===== config.mk =====
export PLATFORM = sky130hd
export DESIGN_NAME = cisa_front
export DESIGN_NICKNAME = d
export VERILOG_FILES = /design/src/hw/rtl/cisa_pkg.sv /design/src/hw/rtl/cisa_front.sv
export SDC_FILE = /design/constraint.sdc
export NUM_CORES = 1
export LEC_CHECK = 0
export BUFFER_PORTS_ARGS = -buffer_cell sky130_fd_sc_hd__buf_2
export CORE_MARGIN = 2
export CORE_UTILIZATION = 24
export DETAILED_ROUTE_END_ITERATION = 12
export PLACE_DENSITY = 0.84
export REMOVE_ABC_BUFFERS = 1
export SETUP_SLACK_MARGIN = 0.05
export SYNTH_ARGS = -nofsm -noshare
export SYNTH_HDL_FRONTEND = slang
export SYNTH_SLANG_ARGS = --single-unit

===== constraint.sdc =====
create_clock -name vclk -period 1
set_input_delay 0.2 -clock vclk [all_inputs]
set_output_delay 0.2 -clock vclk [all_outputs]
set_load 0.02 [all_outputs]

===== src/hw/rtl/cisa_pkg.sv =====
`timescale 1ns / 1ps
package cisa_pkg;

	localparam int unsigned DataW      = 32;
	localparam int unsigned DivSteps   = 32;
	localparam int unsigned QueueDepth = 4;
	localparam logic [4:0]  SHIFT_MASK = 5'h1F;

	typedef enum logic [4:0] {
		F_LNOT = 5'd0,
		F_BNOT = 5'd1,
		F_NEG  = 5'd2,
		F_INC  = 5'd3,
		F_DEC  = 5'd4,
		F_ADD  = 5'd5,
		F_SUB  = 5'd6,
		F_MUL  = 5'd7,
		F_DIV  = 5'd8,
		F_REM  = 5'd9,
		F_SHL  = 5'd10,
		F_SAR  = 5'd11,
		F_SHR  = 5'd12,
		F_AND  = 5'd13,
		F_OR   = 5'd14,
		F_XOR  = 5'd15,
		F_EQ   = 5'd16,
		F_NE   = 5'd17,
		F_LT   = 5'd18,
		F_LE   = 5'd19,
		F_GT   = 5'd20,
		F_GE   = 5'd21
	} func_t;

	typedef enum logic [1:0] {
		K_INT     = 2'd0,
		K_BOOL    = 2'd1,
		K_INVALID = 2'd2
	} kind_t;

	// classified item as held in the queue
	typedef struct packed {
		func_t              func;
		logic               div_zero;
		logic               neg_a;
		logic               neg_b;
		logic [DataW-1:0]   a;
		logic [DataW-1:0]   b;
	} op_t;

endpackage


===== src/hw/rtl/cisa_front.sv =====
`timescale 1ns / 1ps
module cisa_front (
	input  logic [4:0]          func,
	input  logic signed [31:0]  operand_a,
	input  logic signed [31:0]  operand_b,
	output cisa_pkg::op_t       op
);
	import cisa_pkg::*;

	always_comb begin
		op.func     = func_t'(func);
		op.a        = operand_a;
		op.b        = operand_b;
		op.neg_a    = operand_a[DataW-1];
		op.neg_b    = operand_b[DataW-1];
		op.div_zero = (operand_b == '0);
	end

endmodule


; Word-level counts from Yosys, hierarchy flattened
; Index checks and enable logic that the tools add are counted.
[word_totals]
elab_cells = 1
out_inout_bits = 72
reg_bits = 0
inputBits = 69
[classes]
n_reduce_logical = 1
[ops]
columns = operator, count
row1 = $logic_not 32->1, 1

; Depth between registers and ports, before layout
[depth]
word_depth = 1
mapped_depth = 3
mapped_depth_nobuf = 3

; Worst setup path after synthesis
; No wires, ideal clock.
[synth_timing]
path_type = input-to-output
from = input port operand_b[26]
to = output port op[66] (netlist name)
slack_ps = -69
arrival_time_ps = 869
path_stages = 3
n_path_buf = 0
t_required_ps = 800
path_cell_list = nor4_1 -> nand4_1 -> nor2_1
[synth_rtl]
columns = item, line_no
row1 = "start, declared", cisa_front.sv:5  ; input logic signed [31:0] operand_b,
row2 = "end, declared", cisa_front.sv:6  ; output cisa_pkg::op_t op

==> metrics <==
# IOs approximately 140; worst setup slack after layout -0.193 ns; initial antenna violation count 0; P_int 0.118 mW; DR pass1 iterations 4; DR DRC count 0; fmax 838 MHz; commonest non-fill, non-tap cells in the layout buf_2 (60), nor4_4 (4), buf_6 (4); Final Non-Filler Cells 108; CP Buf/Inv Count 2; post-synth top area share between 80% and 90%; power per cell area 524 mW/mm2; row count 18; WHS 0.400 ns; maximum fanout along the worst path 2; Net Sw Frac 59.2%; vias in the first global route 460; clock power share 0%; Final Util a little under a quarter; Reg power frac 0%; Startpoint Class input port; Hold Path Class input port to output port; die extent in x between 50 and 60 um; area delta synth->final -8.88%; Min-Delay Path Depth 0; post-layout minimum cycle time roughly 1.2 ns; share of total power in combinational logic 100.0%; Total GRT Usage about a fifth; Crit Path Class input port to output port; core area 0.00243 mm2; Die Y 54.2 um; seq_cells 0; Die Area slightly below 0.003 mm2; total gr overflow 0; slowest stage delay, CP 0.27 ns; DR WL/cell 29.8 um; ant diodes 0; 1st-iter DRT viols 3; most common cell after layout, fill and taps aside buf_2; mapped cell area about 600 um2; Leak 0.291 nW; Crit path arrival time 0.99 ns; nets@finish roughly 150; clock buffers 0; failing checks setup timing; Post-Syn Instances 82; Slew Limit Headroom 84.7%; mean area per synthesized cell 7.39 um2; Setup TNS -0.193 ns; WP depth 5; Synth Warn # 0; final setup fails 1; Initial Util about a quarter; via count roughly 480; share of post-route cells with drive strength above 1 between 90% and 100%; P_sw approximately 0.17 mW; largest net degree at the start of global routing 4; Synth cell types 5; max-cap viol count 0; status finished, violations left; worst vdd ir between 0.00015 and 0.0002 V; Vias/cell roughly 4.4; RSZ-0062 raised after global routing yes; Antenna Nets Post-Route 0; sequential element share of the synthesized area 0%; worst slack, placed -0.378 ns; Total Wirelength 3.22 mm; Port Buf Inserts 66; Crit-path slowest cell nor4_4; critical path's top delay family simple AND/OR/NAND/NOR gates; register area 0 um2; Placed Cells 108; first-pass GRT wire length 3.67 mm; most area-hungry cell type in the Yosys netlist buf_4; critical path endpoint category output port; max-slew violation count 0; Hold Fails Final Rpt 0; data required time of the critical path 0.80 ns; routability-driven placement congestion ratio 0.750; Worst-Margin Slew 0.228 ns; critical-path cell list buf_2 > nor4_4 > nand4_1 > nor2_1 > buf_4; synth top area cells buf_4 (88%), nor4_1 (7.2%), nand4_1 (2.1%); Period Utilization, post-route 119%
==> power groups by stage <==
stage          clock, mW  sequential [mW]  combinational [mW]
5_1_grt                0                0               0.307
3_3_place_gp           0                0               0.249
3_5_place_dp           0                0               0.251
6_report               0                0               0.289
4_1_cts                0                0               0.286
2_1_floorplan          0                0             0.00638
==> layer usage <==
layer  vias up  part of all wire (%)  GRT usage, %
li1        188                     -             -
met1       184                    21          13.4
met2       106                    46          35.7
met3         0                    33          28.4
met4         0                     0             0
met5         -                     0             0
==> cell usage after synthesis, drive strengths merged <==
cell type,instances
buf,71
nor4,8
nand4,2
nor2,1
==> final cells by class <==
| cell class | count | area (um2) |
|---|---|---|
| tap | 30 | 37.5 |
| multi-input combinational | 11 | 139 |
| fill | 293 | 1880 |
| timing repair buffer | 67 | 375 |
==> cell families (layout without fill, tap and decap cells) <==
| family | Yosys count | in the layout | synth area share [%] |
|---|---|---|---|
| AND/OR/NAND/NOR | 11 | 11 | 12.0 |
| buffers and inverters | 71 | 67 | 88.0 |
==> worst paths after layout <==
kind | from | endpoint
worst min-delay path | operand_a[26] | op[58]
worst max-delay path | operand_b[8] | op[66]
==> repair_timing <==
action / in CTS / in global routing
hold buffers: 0 / 0
endpoints found under the setup margin: 1 / 1
endpoints found under the hold margin: 0 / 0
buffers inserted: 0 / 0
pin swaps: 5 / 0
resized for setup: 14 / 2
==> metrics by stage <==
step | area (um2) | power (mW)
floorplan | 72.6 | 0.00638
detailed placement | 448 | 0.251
CTS | 539 | 0.286
global placement | 448 | 0.249
finish | 552 | 0.289
global route | 552 | 0.307
Power figures use the tool's default switching activity.
