[config.mk]
export PLATFORM = sky130hd
export DESIGN_NAME = cisa_queue
export DESIGN_NICKNAME = d
export VERILOG_FILES = /design/src/hw/rtl/cisa_pkg.sv /design/src/hw/rtl/cisa_queue.sv
export SDC_FILE = /design/constraint.sdc
export NUM_CORES = 1
export LEC_CHECK = 0
export BUFFER_PORTS_ARGS = -buffer_cell sky130_fd_sc_hd__buf_2
export CAP_MARGIN = 40
export CELL_PAD_IN_SITES_DETAIL_PLACEMENT = 0
export CELL_PAD_IN_SITES_GLOBAL_PLACEMENT = 2
export CORE_MARGIN = 2
export CORE_UTILIZATION = 40
export CTS_BUF_LIST = sky130_fd_sc_hd__clkbuf_8
export DETAILED_ROUTE_END_ITERATION = 6
export GPL_TIMING_DRIVEN = 0
export HOLD_SLACK_MARGIN = 0.06
export PLACE_DENSITY_LB_ADDON = 0.1
export SYNTH_ARGS = -nofsm -noshare
export SYNTH_HDL_FRONTEND = slang
export SYNTH_SLANG_ARGS = --single-unit
[constraint.sdc]
create_clock -name clk -period 3.2 [get_ports clk]
set_input_delay 0.48 -clock clk [delete_from_list [all_inputs] [get_ports clk]]
set_output_delay 0.48 -clock clk [all_outputs]
set_load 0.01 [all_outputs]
[src/hw/rtl/cisa_pkg.sv]
`timescale 1ns / 1ps
package cisa_pkg;

	localparam int unsigned DataW      = 32;
	localparam int unsigned DivSteps   = 32;
	localparam int unsigned QueueDepth = 4;
	localparam logic [4:0]  SHIFT_MASK = 5'h1F;

	typedef enum logic [4:0] {
		F_LNOT = 5'd0,
		F_BNOT = 5'd1,
		F_NEG  = 5'd2,
		F_INC  = 5'd3,
		F_DEC  = 5'd4,
		F_ADD  = 5'd5,
		F_SUB  = 5'd6,
		F_MUL  = 5'd7,
		F_DIV  = 5'd8,
		F_REM  = 5'd9,
		F_SHL  = 5'd10,
		F_SAR  = 5'd11,
		F_SHR  = 5'd12,
		F_AND  = 5'd13,
		F_OR   = 5'd14,
		F_XOR  = 5'd15,
		F_EQ   = 5'd16,
		F_NE   = 5'd17,
		F_LT   = 5'd18,
		F_LE   = 5'd19,
		F_GT   = 5'd20,
		F_GE   = 5'd21
	} func_t;

	typedef enum logic [1:0] {
		K_INT     = 2'd0,
		K_BOOL    = 2'd1,
		K_INVALID = 2'd2
	} kind_t;

	// classified item as held in the queue
	typedef struct packed {
		func_t              func;
		logic               div_zero;
		logic               neg_a;
		logic               neg_b;
		logic [DataW-1:0]   a;
		logic [DataW-1:0]   b;
	} op_t;

endpackage

[src/hw/rtl/cisa_queue.sv]
`timescale 1ns / 1ps
module cisa_queue #(
	parameter int unsigned DEPTH = cisa_pkg::QueueDepth
) (
	input  logic           clk,
	input  logic           arst_n,
	input  logic           push,
	input  cisa_pkg::op_t  wdata,
	input  logic           pop,
	output cisa_pkg::op_t  rdata,
	output logic           empty,
	output logic           full
);
	import cisa_pkg::*;

	localparam int unsigned PtrW = (DEPTH > 1) ? $clog2(DEPTH) : 1;
	localparam int unsigned CntW = $clog2(DEPTH + 1);
	localparam logic [PtrW-1:0] LastPtr = PtrW'(DEPTH - 1);
	localparam logic [CntW-1:0] FullCnt = CntW'(DEPTH);

	op_t             mem_q [DEPTH];
	logic [PtrW-1:0] wr_ptr_q, rd_ptr_q;
	logic [CntW-1:0] count_q;

	assign empty = (count_q == '0);
	assign full  = (count_q == FullCnt);
	assign rdata = mem_q[rd_ptr_q];

	always_ff @(posedge clk) begin
		if (push) begin
			mem_q[wr_ptr_q] <= wdata;
		end
	end

	always_ff @(posedge clk or negedge arst_n) begin
		if (!arst_n) begin
			wr_ptr_q <= '0;
			rd_ptr_q <= '0;
			count_q  <= '0;
		end else begin
			if (push) begin
				wr_ptr_q <= (wr_ptr_q == LastPtr) ? '0 : wr_ptr_q + 1'b1;
			end
			if (pop) begin
				rd_ptr_q <= (rd_ptr_q == LastPtr) ? '0 : rd_ptr_q + 1'b1;
			end
			if (push && !pop) begin
				count_q <= count_q + 1'b1;
			end else if (pop && !push) begin
				count_q <= count_q - 1'b1;
			end
		end
	end

endmodule

=== Yosys cells after proc, flatten, opt, wreduce, memory -nomap -nowiden ===
Memory sizes are Yosys's and may differ from the RTL's.
Index checks and enable logic that the tools add are counted.

* Memories kept: 1
* Register bits: 7
* Input port bits: 76
* Output and inout port bits: 74
* Bits in writable memories: 288

* Reduce and logical (&&, ||, !) cells: 6
* Eq/ne operators: 3
* Add/subtract/negate cells: 4
* Mux-type cells: 6

{| class="wikitable"
|+ Memories
! memory !! depth !! width !! rd ports !! clocked after Yosys merged registers in !! wr ports !! line !! text
|-
| mem_q || 4 || 72 || 1 || 0 || 1 || cisa_queue.sv:21 || <nowiki>op_t mem_q [DEPTH];</nowiki>
|}

{| class="wikitable"
|+ Operator list
! operator !! count
|-
| 3-bit two-way mux || 2
|-
| 2-bit by 1-bit adder with 2-bit output (second input constant) || 2
|-
| 2-bit equality test (second input constant) || 2
|-
| 2-bit two-way mux || 2
|-
| 3-bit by 1-bit adder with 3-bit output (second input constant) || 1
|-
| 3-bit equality test (second input constant) || 1
|-
| 3-bit zero test || 1
|-
| 3-bit by 1-bit subtractor with 3-bit output (second input constant) || 1
|-
| 1-bit logical AND || 2
|-
| 1-bit zero test || 2
|-
| 1-bit two-way mux || 2
|-
| 2-bit nonzero test || 1
|}

=== Longest topological paths before layout ===
Gate-level depths: netlist of run 1.

* Depth in word-level cells: 4
* Gate-level depth with buffers: 7

=== Least setup slack after synthesis of run 1 ===
Ideal clock, no wire load.

* Path kind: register to register
* From: register wr_ptr_q[0]
* To: memory mem_q[0][0] in the netlist's numbering, enable pin
* Data arrival time: 2.308 ns
* Data required time: 2.762 ns
* Stages on the path, launching flop included: 4
* Path slack: 0.454 ns
* Setup time: 0.438 ns
* Cells stage by stage: dfrtp_1 inv_1 ha_1 and2_1

{| class="wikitable"
|+ RTL lines
! item !! line !! text
|-
| from (decl) || cisa_queue.sv:22 || <nowiki>logic [PtrW-1:0] wr_ptr_q, rd_ptr_q;</nowiki>
|-
| from (signal assigned) || cisa_queue.sv:42 || <nowiki>wr_ptr_q <= (wr_ptr_q == LastPtr) ? '0 : wr_ptr_q + 1'b1;</nowiki>
|-
| to (decl) || cisa_queue.sv:21 ||
|}

Straight into the memory's write port.

==> out/metrics.sh, run 1 <==
GRTUSAGEMET1_PCT=18.6
FP-ROW-COUNT=60
DRIVE_GT1_SHARE_PCT=45.8
DRT-WIRELENGTH-PER-CELL_UM=20.7
VIA_PER_INST=4.96
SYN_AVG_CELL_AREA_UM2=26.2
WORST_SLEW_PIN_SLEW_NS=0.523
SYNTH_COMPOUND_GATE_AREA_SHARE_PCT=0.0926
FLOW.AREA_GROWTH_FROM_SYNTHESIS_PCT=19.7
CTS_ROOT_BUF='clkbuf_8'
POST_SYNTH_XOR_AREA_FRACTION_PCT=0.243
MOST_NUMEROUS_CELL_IN_THE_YOSYS_NETLIST='edfxtp_1'
SEQUENTIAL_ELEMENT_SHARE_OF_THE_SYNTHESIZED_AREA_PCT=81.6
CORE_UM2=26700
YOSYS_CELL_TYPES=18
NET_COUNT_FINAL=701
SYNTH_COMMONEST_CELLS='edfxtp_1 (288), mux4_2 (72), buf_2 (8), buf_6 (7), dfrtp_1 (7)'
SYNTH_AREA_UM2=10800
DETAIL-ROUTE-ANTENNA-NETS=0
DRT_PRE_ANTENNA_ITERS=4
YS_TOP_CELLS_BY_AREA='edfxtp_1 (80%), mux4_2 (15%), dfrtp_1 (1.6%)'
CTS_TREE='yes'
PIN_COUNT_OF_THE_BIGGEST_NET_ENTERING_GLOBAL_ROUTING=47
STATUS='complete, no violations'
ASYNC_FLOP_SHARE_PCT=2.37
WORST_PATH_MAX_DELAY_CELL='mux4_2'
POWER.STATIC_LEAKAGE_uW=0.00451
PRE_CTS_WS_NS=1.18
FINAL_HOLD_FAILS=0
SYNTH.NET_COUNT=496
NUMCTSBUFFERS=49
SYNTH_FF_TYPE='edfxtp_1'
NUMBER_OF_MAXIMUM_CAPACITANCE_CONSTRAINT_VIOLATIONS=0
CP_SLOWEST_STAGE_DELAY_NS=0.38
POST-CTS-SETUP-BUFFERS=0
HOLDBUFCOUNTCTS=1
WORST-ENDPOINT-REQUIRED_NS=2.72
HP-CLASS='in -> reg'
GP_CONGESTION=0.652
CTS_BUFFER_DEPTH=3
CRIT_BUF_INV=3
POST-LAYOUT-TOTAL-POWER_uW=11200
SYNTHESIS.INSTANCES=413
GRT_PASS1_VIAS=5529
SYNTH_MUX_AREA_SHARE_PCT=15.3
SYNTHDOMINANTCELLAREASHARE_PCT=80.0
HTREEDEPTH=2
WORSTSETUPENDPOINTTYPE='output pin'
FLOORPLAN.DIE_AREA_UM2=28400
PATH_DELAY_FAMILY='buffers and inverters'
SYNTH_TOP_FAMILY_BY_AREA='multiplexers'
NUMPORTBUFFERS=149
FMAX_GHz=0.394
TIMING.FINAL.CRIT_PERIOD_NS=2.54
POWER_DENSITY_nW_PER_UM2=870
CLOCK_INSERTION_DELAY_WORST_SKEW_NS=0.54
FINAL-MAX-SLEW-VIOLATION-COUNT=0
GLOBALROUTETOTALUTIL_PCT=14.9
DIE_Y_UM=168
SYNTH_ADDER_AREA_SHARE_PCT=0.880
CTS_NUM_SINKS=295
DIE_WIDTH_UM=168
CRITICALPATHCATEGORY='reg -> out'
IO_PINS=150
CRITPATHLAUNCHTYPE='flip-flop'
FILLERS=2228
GRT_PASS1_WL_MM=31.6
SYNTH.LARGEST_AREA_CELL='edfxtp_1'
GRT.BUSIEST_LAYER='met2'
WORST_MAX_SLEW_MARGIN_EXPRESSED_RELATIVE_TO_THE_LIMIT_PCT=65.1
DRT_ITER0_DRC=307
GRT.MET3_USAGE_PCT=4.21
WORST_CLOCK_SKEW_NS=0.0232
YS_SEQ_ELEMENTS=295
FINAL_CRITICAL_PATH_SETUP_SLACK_NS=0.661
SYNTH_SIMPLE_GATE_AREA_SHARE_PCT=0.521
CLK_PIN_SLEW_WORST_PATHS_NS=0.06
HPWLAFTERDP_MM=12.1
ANTENNA_FOUND_INITIAL=3
RSZ0062_AT_GRT='false'
WORST_IR_DROP_VDD_mV=0.357
GRT_USE_MET2_PCT=25.6
FIN_CRIT_SH_PCT=79.3
CP_CELL_SEQUENCE='buf_2, buf_2, mux4_2, buf_2'
PATH_MAX_FANOUT=10
WORST-ENDPOINT-ARRIVAL_NS=2.06
FINALSETUPTNS_NS=0
VIA_COUNT=4946
SYNTH-WARNING-COUNT=0
GRT.OVERFLOW.TOTAL=0
SETUP_VIOL_COUNT_FINAL=0
CTS.REPAIR.RESIZED=0
SYNTH_EDF_COUNT=288
PATH_COMMON_CELL='buf_2'
DRT_DRC_VIOLATIONS_LEFT=0
WL_MM=20.7
INITIAL_UTILIZATION_PCT=40.4
path summary, 6_finish.rpt:
| path | from | end | slack (ns) | cells past startpoint |
|---|---|---|---|---|
| setup / recovery | rd_ptr_q[1] | rdata[51] | 0.66 | 4 |
| hold / removal | wdata[29] | mem_q[1][29] | 0.15 | 1 |
| setup reg to reg | wr_ptr_q[0] | mem_q[0][42] | 1.33 | 4 |
| hold reg to reg | count_q[2] | count_q[2] | 0.50 | 1 |
| max in group asynchronous | arst_n | wr_ptr_q[0] | 2.74 | 2 |
| min in group asynchronous | arst_n | count_q[2] | 0.29 | 2 |
state kept, by name, summed over array words and instances, names as in the netlist:
name / flops
count_q: 3
mem_q: 288
rd_ptr_q: 2
wr_ptr_q: 2
kinds of logic after synthesis:
kind of cell | Yosys count
flops | 295
mux | 75
buf+inv | 20
simple gates | 11
fa+ha+maj | 7
xor+xnor | 3
compound gates | 2
area by class of cell:
type	instances	area, um2	share of cell area, %
antenna	3	7.51	0.0580
buffer	16	126	0.977
clock buffer	49	674	5.21
clock inverter	37	141	1.09
inverter	4	15.0	0.116
multi-input combinational	98	1850	14.3
sequential	295	8820	68.2
tap	341	427	3.30
timing repair buffer	154	866	6.69
metrics by stage:
stage               instances  utilization (%)  hold WS (ns)  area [um2]
finish                    997             48.4         0.151       12900
detailed placement        907             45.3         0.332       12100
floorplan                 413                -         0.184       10800
global route              994             48.4         0.121       12900
global placement          903             44.8         0.328       12000
CTS                       994             48.4         0.111       12900
report_power, final:
part	internal (uW)	leakage (uW)	total [uW]	switching, uW
combinational	1590	0.00130	3390	1800
sequential	4950	0.00273	5100	147
clock	1410	0.000486	2750	1340
total	7960	0.00451	11200	3290
placed cells by master, fill, tap and decap left out:
cell / netlist / layout
dfrtp_1: 7 / 7
nand2_1: 2 / 2
fa_1: 1 / 1
buf_16: 0 / 4
xnor2_1: 1 / 1
mux4_2: 72 / 72
clkinv_2: 0 / 2
edfxtp_1: 288 / 288
inv_1: 4 / 23
xor2_1: 2 / 2
buf_6: 7 / 7
nor3_1: 1 / 1
clkinv_1: 0 / 16
and2_4: 0 / 4
ha_1: 6 / 6
nor3b_1: 1 / 1
buf_2: 8 / 157
nor2_1: 3 / 3
diode_2: 0 / 3
dlygate4sd3_1: 0 / 1
o21ai_0: 2 / 2
clkbuf_8: 0 / 49
mux2_2: 3 / 3
buf_4: 1 / 1
layer usage:
layer / part of all wire (%) / vias up
met1: 41 / 2569
met4: 2.1 / 0
met2: 51 / 144
met5: 0 / -
met3: 6.4 / 39
li1: - / 2194
Note: power is estimated with default switching activity, not from simulation.
==> inputs of run 2 (changes only) <==
==> constraint.sdc (replaced) <==
create_clock -name clk -period 2.12 [get_ports clk]
set_input_delay 0.318 -clock clk [delete_from_list [all_inputs] [get_ports clk]]
set_output_delay 0.318 -clock clk [all_outputs]
set_load 0.01 [all_outputs]
==> out/metrics.sh, run 2 (synthesis results as in run 1) <==
WORST-ENDPOINT-ARRIVAL_NS=1.96  # was 2.06 ns
FP-ROW-COUNT=60  # unchanged
SETUP_VIOL_COUNT_FINAL=72  # was 0
FINAL_HOLD_FAILS=0  # unchanged
WORST_SLEW_PIN_SLEW_NS=0.717  # was 0.523 ns
HTREEDEPTH=2  # unchanged
POWER_DENSITY_nW_PER_UM2=1300  # was 870 nW/um2
HP-CLASS='in -> reg'  # unchanged
GRT_PASS1_VIAS=5836  # was 5529
HPWLAFTERDP_MM=12.3  # was 12.1 mm
DIE_Y_UM=168  # unchanged
NET_COUNT_FINAL=781  # was 701
WORST_CLOCK_SKEW_NS=0.00722  # was 0.0232 ns
CORE_UM2=26700  # unchanged
DRT-WIRELENGTH-PER-CELL_UM=19.6  # was 20.7 um
FLOORPLAN.DIE_AREA_UM2=28400  # unchanged
TIMING.FINAL.CRIT_PERIOD_NS=2.28
LAYOUT.CORE_UTILIZATION_PCT=53.0  # was 48.4%
FAILED_CHECKS='negative setup slack'
NET-SWITCHING-POWER_uW=5240  # was 3290 uW
CTS_ROOT_BUF='clkbuf_8'  # unchanged
INITIAL_UTILIZATION_PCT=40.4  # unchanged
ANTENNA_FOUND_INITIAL=0  # was 3
RSZ0062_AT_GRT='true'  # was false
WL_MM=21.1  # was 20.7 mm
NUMCTSBUFFERS=48  # was 49
CRITICALPATHCATEGORY='reg -> out'  # unchanged
FINALSETUPTNS_NS=-9.35  # was 0 ns
LARGEST_REGISTER='mem_q'  # unchanged
IO_PINS=150  # unchanged
NUMBER_OF_MAXIMUM_CAPACITANCE_CONSTRAINT_VIOLATIONS=0  # unchanged
FLOW.AREA_GROWTH_FROM_SYNTHESIS_PCT=31.0  # was 19.7%
DESIGN_AREA_UM2=14200  # was 12900 um2
DIE_WIDTH_UM=168  # unchanged
VIA_COUNT=5224  # was 4946
SWITCHING_PORTION_OF_TOTAL_POWER_PCT=28.5  # was 29.2%
WORST_IR_DROP_VDD_mV=0.645  # was 0.357 mV
DRIVE_GT1_SHARE_PCT=42.0  # was 45.8%
GRT.OVERFLOW.TOTAL=0  # unchanged
WORST-ENDPOINT-REQUIRED_NS=1.80  # was 2.72 ns
P_INT_uW=13100  # was 7960 uW
ANTENNA_DIODES=0  # was 3
GP_CONGESTION=0.674  # was 0.652
CLOCK_INSERTION_DELAY_WORST_SKEW_NS=0.54  # about the same
CTS_NUM_SINKS=295  # unchanged
FIN_CRIT_SH_PCT=108
WORSTSETUPENDPOINTTYPE='output pin'  # unchanged
VIA_PER_INST=4.86  # was 4.96
GLOBALROUTETOTALUTIL_PCT=15.1  # was 14.9%
PIN_COUNT_OF_THE_BIGGEST_NET_ENTERING_GLOBAL_ROUTING=51  # was 47
FILLERS=2149  # was 2228
DRT_PRE_ANTENNA_ITERS=4  # unchanged
CLK_PIN_SLEW_WORST_PATHS_NS=0.06  # about the same
GRT_PASS1_WL_MM=32.4  # was 31.6 mm
PATH_MAX_FANOUT=11  # was 10
CTS_TREE='yes'  # unchanged
DRT_ITER0_DRC=306  # was 307
SHARE_SEQ_OF_TOTAL_POWER_PCT=42.0  # was 45.3%
DETAIL-ROUTE-ANTENNA-NETS=0  # unchanged
COMBPWRFRAC_PCT=35.2  # was 30.2%
MOST-COMMON-LAYOUT-CELLS='edfxtp_1 (288), buf_2 (100), dlygate4sd3_1 (74)'  # was edfxtp_1 (288), buf_2 (157), mux4_2 (72)
DRT_DRC_VIOLATIONS_LEFT=0  # unchanged
POWER.STATIC_LEAKAGE_uW=0.00500  # was 0.00451 uW
FINAL_CRITICAL_PATH_SETUP_SLACK_NS=-0.163  # was 0.661 ns
NUMPORTBUFFERS=149  # unchanged
STATUS='complete, but fails checks'  # was complete, no violations
FINAL-MAX-SLEW-VIOLATION-COUNT=0  # unchanged
WORST_MAX_SLEW_MARGIN_EXPRESSED_RELATIVE_TO_THE_LIMIT_PCT=52.2  # was 65.1%
LAYOUT.CELLS.MOST_COMMON='edfxtp_1'  # unchanged
CTS_BUFFER_DEPTH=3  # unchanged
CRITPATHLAUNCHTYPE='flip-flop'  # unchanged
LARGEST_REGISTER_FF_COUNT=288  # unchanged
PLACEMENT.CELL_AREA_UM2=12100  # about the same
FMAX_GHz=0.438
SHARE_CLK_OF_TOTAL_POWER_PCT=22.8  # was 24.5%
FIN_WORST_HOLD_SLACK_NS=0.101  # was 0.151 ns
LARGEST_REGISTERS='mem_q (288), count_q (3)'  # unchanged
-- run 2: worst paths after layout --
kind	from	cells past startpoint	slack, ns	end
setup / recovery	rd_ptr_q[0]	4	-0.16	rdata[44]
min in group asynchronous	arst_n	2	0.14	rd_ptr_q[1]
hold reg to reg	count_q[2]	1	0.51	count_q[2]
max in group asynchronous	arst_n	2	1.80	rd_ptr_q[0]
hold / removal	push	2	0.10	wr_ptr_q[1]
setup reg to reg	wr_ptr_q[1]	4	0.20	mem_q[0][44]
-- run 2: timing repair --
action	CTS	global route
gates cloned	1	1
resized for setup	38	43
endpoints found under the setup margin	72	72
buffers inserted	3	3
endpoints found under the hold margin	296	0
hold buffers	74	0
-- run 2: final cells by class --
cell class	count	area (um2)	share of cell area (%)
multi-input combinational	98	1850	13.1
clock inverter	36	143	1.01
clock buffer	49	674	4.76
sequential	295	8820	62.3
tap	341	427	3.01
inverter	4	15.0	0.106
timing repair buffer	235	2000	14.1
buffer	16	228	1.61
-- run 2: worst max-delay path, cell delays in order (launching register included) --
cell,delay [ns]
dfrtp_2,0.38
buf_12,0.18
buf_12,0.17
mux4_2,0.54
buf_6,0.14
-- run 2: power groups by stage --
stage          combinational (uW)  clock (uW)  sequential [uW]
2_1_floorplan                3300           0             7770
3_3_place_gp                 5120           0             7830
3_5_place_dp                 5290           0             7830
4_1_cts                      5930        4340             7720
5_1_grt                      6950        4590             7790
6_report                     6470        4190             7710
-- run 2: per-layer routing --
metal  track usage [%]  up-vias  routed length (um)  part of all wire [%]
li1                  -     2349                   -                     -
met1              18.8     2701                8590                    41
met2              26.6      140               11000                    52
met3              3.60       34                1090                   5.2
met4              4.27        0                 366                   1.7
met5                 0        -                   0                     0
-- run 2: stage by stage --
| step | setup slack (ns) | instances | total power (uW) |
|---|---|---|---|
| floorplan | 0.161 | 413 | 11100 |
| global placement | -0.656 | 903 | 13000 |
| detailed placement | 0.125 | 907 | 13100 |
| CTS | -0.232 | 1070 | 18000 |
| global route | -0.257 | 1074 | 19300 |
| finish | -0.163 | 1074 | 18400 |
==> inputs of run 3 (changes only) <==
--- a/config.mk
+++ b/config.mk
@@ -5,12 +5,13 @@
 export SDC_FILE = /design/constraint.sdc
 export NUM_CORES = 1
 export LEC_CHECK = 0
+export ABC_AREA = 1
 export BUFFER_PORTS_ARGS = -buffer_cell sky130_fd_sc_hd__buf_2
 export CAP_MARGIN = 40
 export CELL_PAD_IN_SITES_DETAIL_PLACEMENT = 0
 export CELL_PAD_IN_SITES_GLOBAL_PLACEMENT = 2
 export CORE_MARGIN = 2
-export CORE_UTILIZATION = 40
+export CORE_UTILIZATION = 30
 export CTS_BUF_LIST = sky130_fd_sc_hd__clkbuf_8
 export DETAILED_ROUTE_END_ITERATION = 6
 export GPL_TIMING_DRIVEN = 0
==> out/metrics.sh, run 3 <==
STATUS='complete, but fails checks'  # unchanged
FAILED_CHECKS='negative setup slack'  # unchanged
POWER.STATIC_LEAKAGE_uW=0.00647  # was 0.00500 uW
SYNTHDOMINANTCELLAREASHARE_PCT=73.4  # was 80.0%
FINAL_HOLD_FAILS=0  # unchanged
SETUP_VIOL_COUNT_FINAL=72  # unchanged
MOST-COMMON-LAYOUT-CELLS='edfxtp_1 (288), nand2_1 (192), inv_1 (177)'  # was edfxtp_1 (288), buf_2 (100), dlygate4sd3_1 (74)
FP-ROW-COUNT=72  # was 60
LARGEST_REGISTERS='mem_q (288), count_q (3)'  # unchanged
CP_SLOWEST_STAGE_DELAY_NS=0.40  # was 0.54 ns
FIN_WORST_HOLD_SLACK_NS=0.467  # was 0.101 ns
FLOW.AREA_GROWTH_FROM_SYNTHESIS_PCT=34.0  # was 31.0%
NET_COUNT_FINAL=1279  # was 781
IO_PINS=150  # unchanged
CRITPATHLAUNCHTYPE='flip-flop'  # unchanged
LARGEST_REGISTER_FF_COUNT=288  # unchanged
DETAIL-ROUTE-ANTENNA-NETS=0  # unchanged
FLOORPLAN.DIE_AREA_UM2=40900  # was 28400 um2
HOLDPATHSTAGES=2  # unchanged
CLK_PIN_SLEW_WORST_PATHS_NS=0.06  # about the same
DRIVE_GT1_SHARE_PCT=26.2  # was 42.0%
SEQUENTIAL_ELEMENT_SHARE_OF_THE_SYNTHESIZED_AREA_PCT=74.9  # was 81.6%
FINAL_CRITICAL_PATH_SETUP_SLACK_NS=-0.181  # was -0.163 ns
SYNTH.NET_COUNT=974  # was 496
GRT_PASS1_WL_MM=45.8  # was 32.4 mm
DRT-WIRELENGTH-PER-CELL_UM=18.0  # was 19.6 um
LARGEST_REGISTER='mem_q'  # unchanged
WORST-ENDPOINT-ARRIVAL_NS=1.98  # was 1.96 ns
FIN_CRIT_SH_PCT=109  # was 108%
POST-LAYOUT-TOTAL-POWER_uW=20000  # was 18400 uW
WORST_SLEW_PIN_SLEW_NS=0.646  # was 0.717 ns
CLOCK_INSERTION_DELAY_WORST_SKEW_NS=0.60  # was 0.54 ns
NUMCTSBUFFERS=51  # was 48
TIMING.FINAL.CRIT_PERIOD_NS=2.30  # was 2.28 ns
WORST_CLOCK_SKEW_NS=0.0155  # was 0.00722 ns
DESIGN_AREA_UM2=15800  # was 14200 um2
ASYNC_FLOP_SHARE_PCT=2.37  # unchanged
TIMING.CRITICAL_PATH.DEPTH=8  # was 4
SYNTH.LARGEST_AREA_CELL='edfxtp_1'  # unchanged
PLACEMENT.CELL_AREA_UM2=13400  # was 12100 um2
WORST_MAX_SLEW_MARGIN_EXPRESSED_RELATIVE_TO_THE_LIMIT_PCT=56.7  # was 52.2%
GRT.OVERFLOW.TOTAL=0  # unchanged
WL_MM=31.5  # was 21.1 mm
WORST-ENDPOINT-REQUIRED_NS=1.80  # about the same
NUMPORTBUFFERS=149  # unchanged
GRT_PASS1_VIAS=7621  # was 5836
DIE_Y_UM=202  # was 168 um
GP_CONGESTION=0.684  # was 0.674
SYNTH_COMMONEST_CELLS='edfxtp_1 (288), nand2_1 (231), inv_1 (155), o211ai_1 (144), buf_2 (36)'  # was edfxtp_1 (288), mux4_2 (72), buf_2 (8), buf_6 (7), dfrtp_1 (7)
CRIT_BUF_INV=5  # was 3
RSZ0062_AT_GRT='true'  # unchanged
CORE_UM2=38700  # was 26700 um2
CTS_ROOT_BUF='clkbuf_8'  # unchanged
SYNTH_EDF_COUNT=288  # unchanged
FINAL-MAX-SLEW-VIOLATION-COUNT=0  # unchanged
SYN_AVG_CELL_AREA_UM2=13.2  # was 26.2 um2
PATH_DELAY_FAMILY='buffers and inverters'  # was multiplexers
YOSYS_CELL_TYPES=17  # was 18
DRT_PRE_ANTENNA_ITERS=5  # was 4
CTS_TREE='yes'  # unchanged
ANTENNA_FOUND_INITIAL=1  # was 0
CTS_BUFFER_DEPTH=3  # unchanged
WORST_PATH_MAX_DELAY_CELL='dfrtp_2'  # was mux4_2
RR_WORST_DEPTH=5  # was 4
HP-CLASS='in -> reg'  # unchanged
POWER_DENSITY_nW_PER_UM2=1270  # was 1300 nW/um2
DRT_ITER0_DRC=330  # was 306
WORSTSETUPENDPOINTTYPE='output pin'  # unchanged
FMAX_GHz=0.435  # was 0.438 GHz
SYNTH-WARNING-COUNT=0  # unchanged
VIA_COUNT=7493  # was 5224
DIE_WIDTH_UM=202  # was 168 um
SYNTH_FF_TYPE='edfxtp_1'  # unchanged
DRT_DRC_VIOLATIONS_LEFT=0  # unchanged
PIN_COUNT_OF_THE_BIGGEST_NET_ENTERING_GLOBAL_ROUTING=30  # was 51
WORST_IR_DROP_VDD_mV=0.482  # was 0.645 mV
YS_TOP_CELLS_BY_AREA='edfxtp_1 (73%), o211ai_1 (9.2%), nand2_1 (7.4%)'  # was edfxtp_1 (80%), mux4_2 (15%), dfrtp_1 (1.6%)
SYNTHESIS.INSTANCES=891  # was 413
NUMBER_OF_MAXIMUM_CAPACITANCE_CONSTRAINT_VIOLATIONS=0  # unchanged
CP_CELL_SEQUENCE='clkinv_4, buf_12, clkbuf_16, buf_12, nand2_2, o211ai_1, nand2_1, buf_2'  # was buf_12, buf_12, mux4_2, buf_6
SYNTH_AREA_UM2=11800  # was 10800 um2
LAYOUT.CELLS.MOST_COMMON='edfxtp_1'  # unchanged
CRITICALPATHCATEGORY='reg -> out'  # unchanged
HTREEDEPTH=2  # unchanged
INITIAL_UTILIZATION_PCT=30.4  # was 40.4%
HPWLAFTERDP_MM=18.5  # was 12.3 mm
MOST_NUMEROUS_CELL_IN_THE_YOSYS_NETLIST='edfxtp_1'  # unchanged
YS_SEQ_ELEMENTS=295  # unchanged
VIA_PER_INST=4.27  # was 4.86
PATH_COMMON_CELL='buf_12'  # unchanged
GLOBALROUTETOTALUTIL_PCT=15.2  # was 15.1%
PATH_MAX_FANOUT=7  # was 11
CTS_NUM_SINKS=295  # unchanged
-- run 3: repair_timing --
action                                  CTS  global route
hold buffers                             76             0
pin swaps                                 0            22
endpoints found under the hold margin   299             0
endpoints found under the setup margin  142           148
resized for setup                        64            86
buffers inserted                          4             5
cloned                                    1            10
-- run 3: power breakdown --
group          internal [uW]  switching (uW)  total, uW
Clock                   2320            2180       4500
Combinational           3140            4660       7800
Sequential              7470             228       7700
-- run 3: logic make-up after synthesis --
group	count (synthesis)	synth area share (%)
xor+xnor	1	0.0744
compound gates	148	9.35
buf+inv	203	7.26
flops	295	74.9
fa+ha+maj	7	0.807
simple gates	237	7.60
-- run 3: worst paths after layout --
kind / from / endpoint / slack, ns
worst max register to register: wr_ptr_q[1] / mem_q[1][7] / 0.14
worst min register to register: count_q[2] / count_q[2] / 0.52
min in group asynchronous: arst_n / count_q[2] / 0.68
max in group asynchronous: arst_n / rd_ptr_q[0] / 1.16
worst min-delay path: wdata[21] / mem_q[0][21] / 0.47
worst max-delay path: rd_ptr_q[0] / rdata[12] / -0.18
-- run 3: through the flow --
step | setup TNS, ns | cells | utilization, % | worst slack (ns)
final | -9.33 | 1754 | 40.8 | -0.181
after global routing | -18.29 | 1754 | 40.8 | -0.298
after CTS | -17.71 | 1739 | 39.4 | -0.271
after detailed placement | -1.21 | 1567 | 34.5 | -0.0406
after global placement | -356.52 | 1558 | 34.1 | -1.34
after floorplan | -2.79 | 891 | - | -0.0194
-- run 3: final cells by class --
type / count / area [um2]
fill: 3778 / 22900
sequential: 295 / 8820
multi-input combinational: 393 / 2270
timing repair buffer: 251 / 2020
clock buffer: 54 / 743
tap: 518 / 648
inverter: 157 / 614
buffer: 44 / 508
clock inverter: 38 / 143
timing repair inverter: 3 / 20.0
antenna: 1 / 2.50
-- run 3: routing by layer --
metal	track usage (%)	vias up	wire, um
met1	19.6	3548	14200
met5	0	-	0
li1	-	3740	-
met2	25.6	152	15200
met3	3.21	53	1350
met4	5.27	0	722
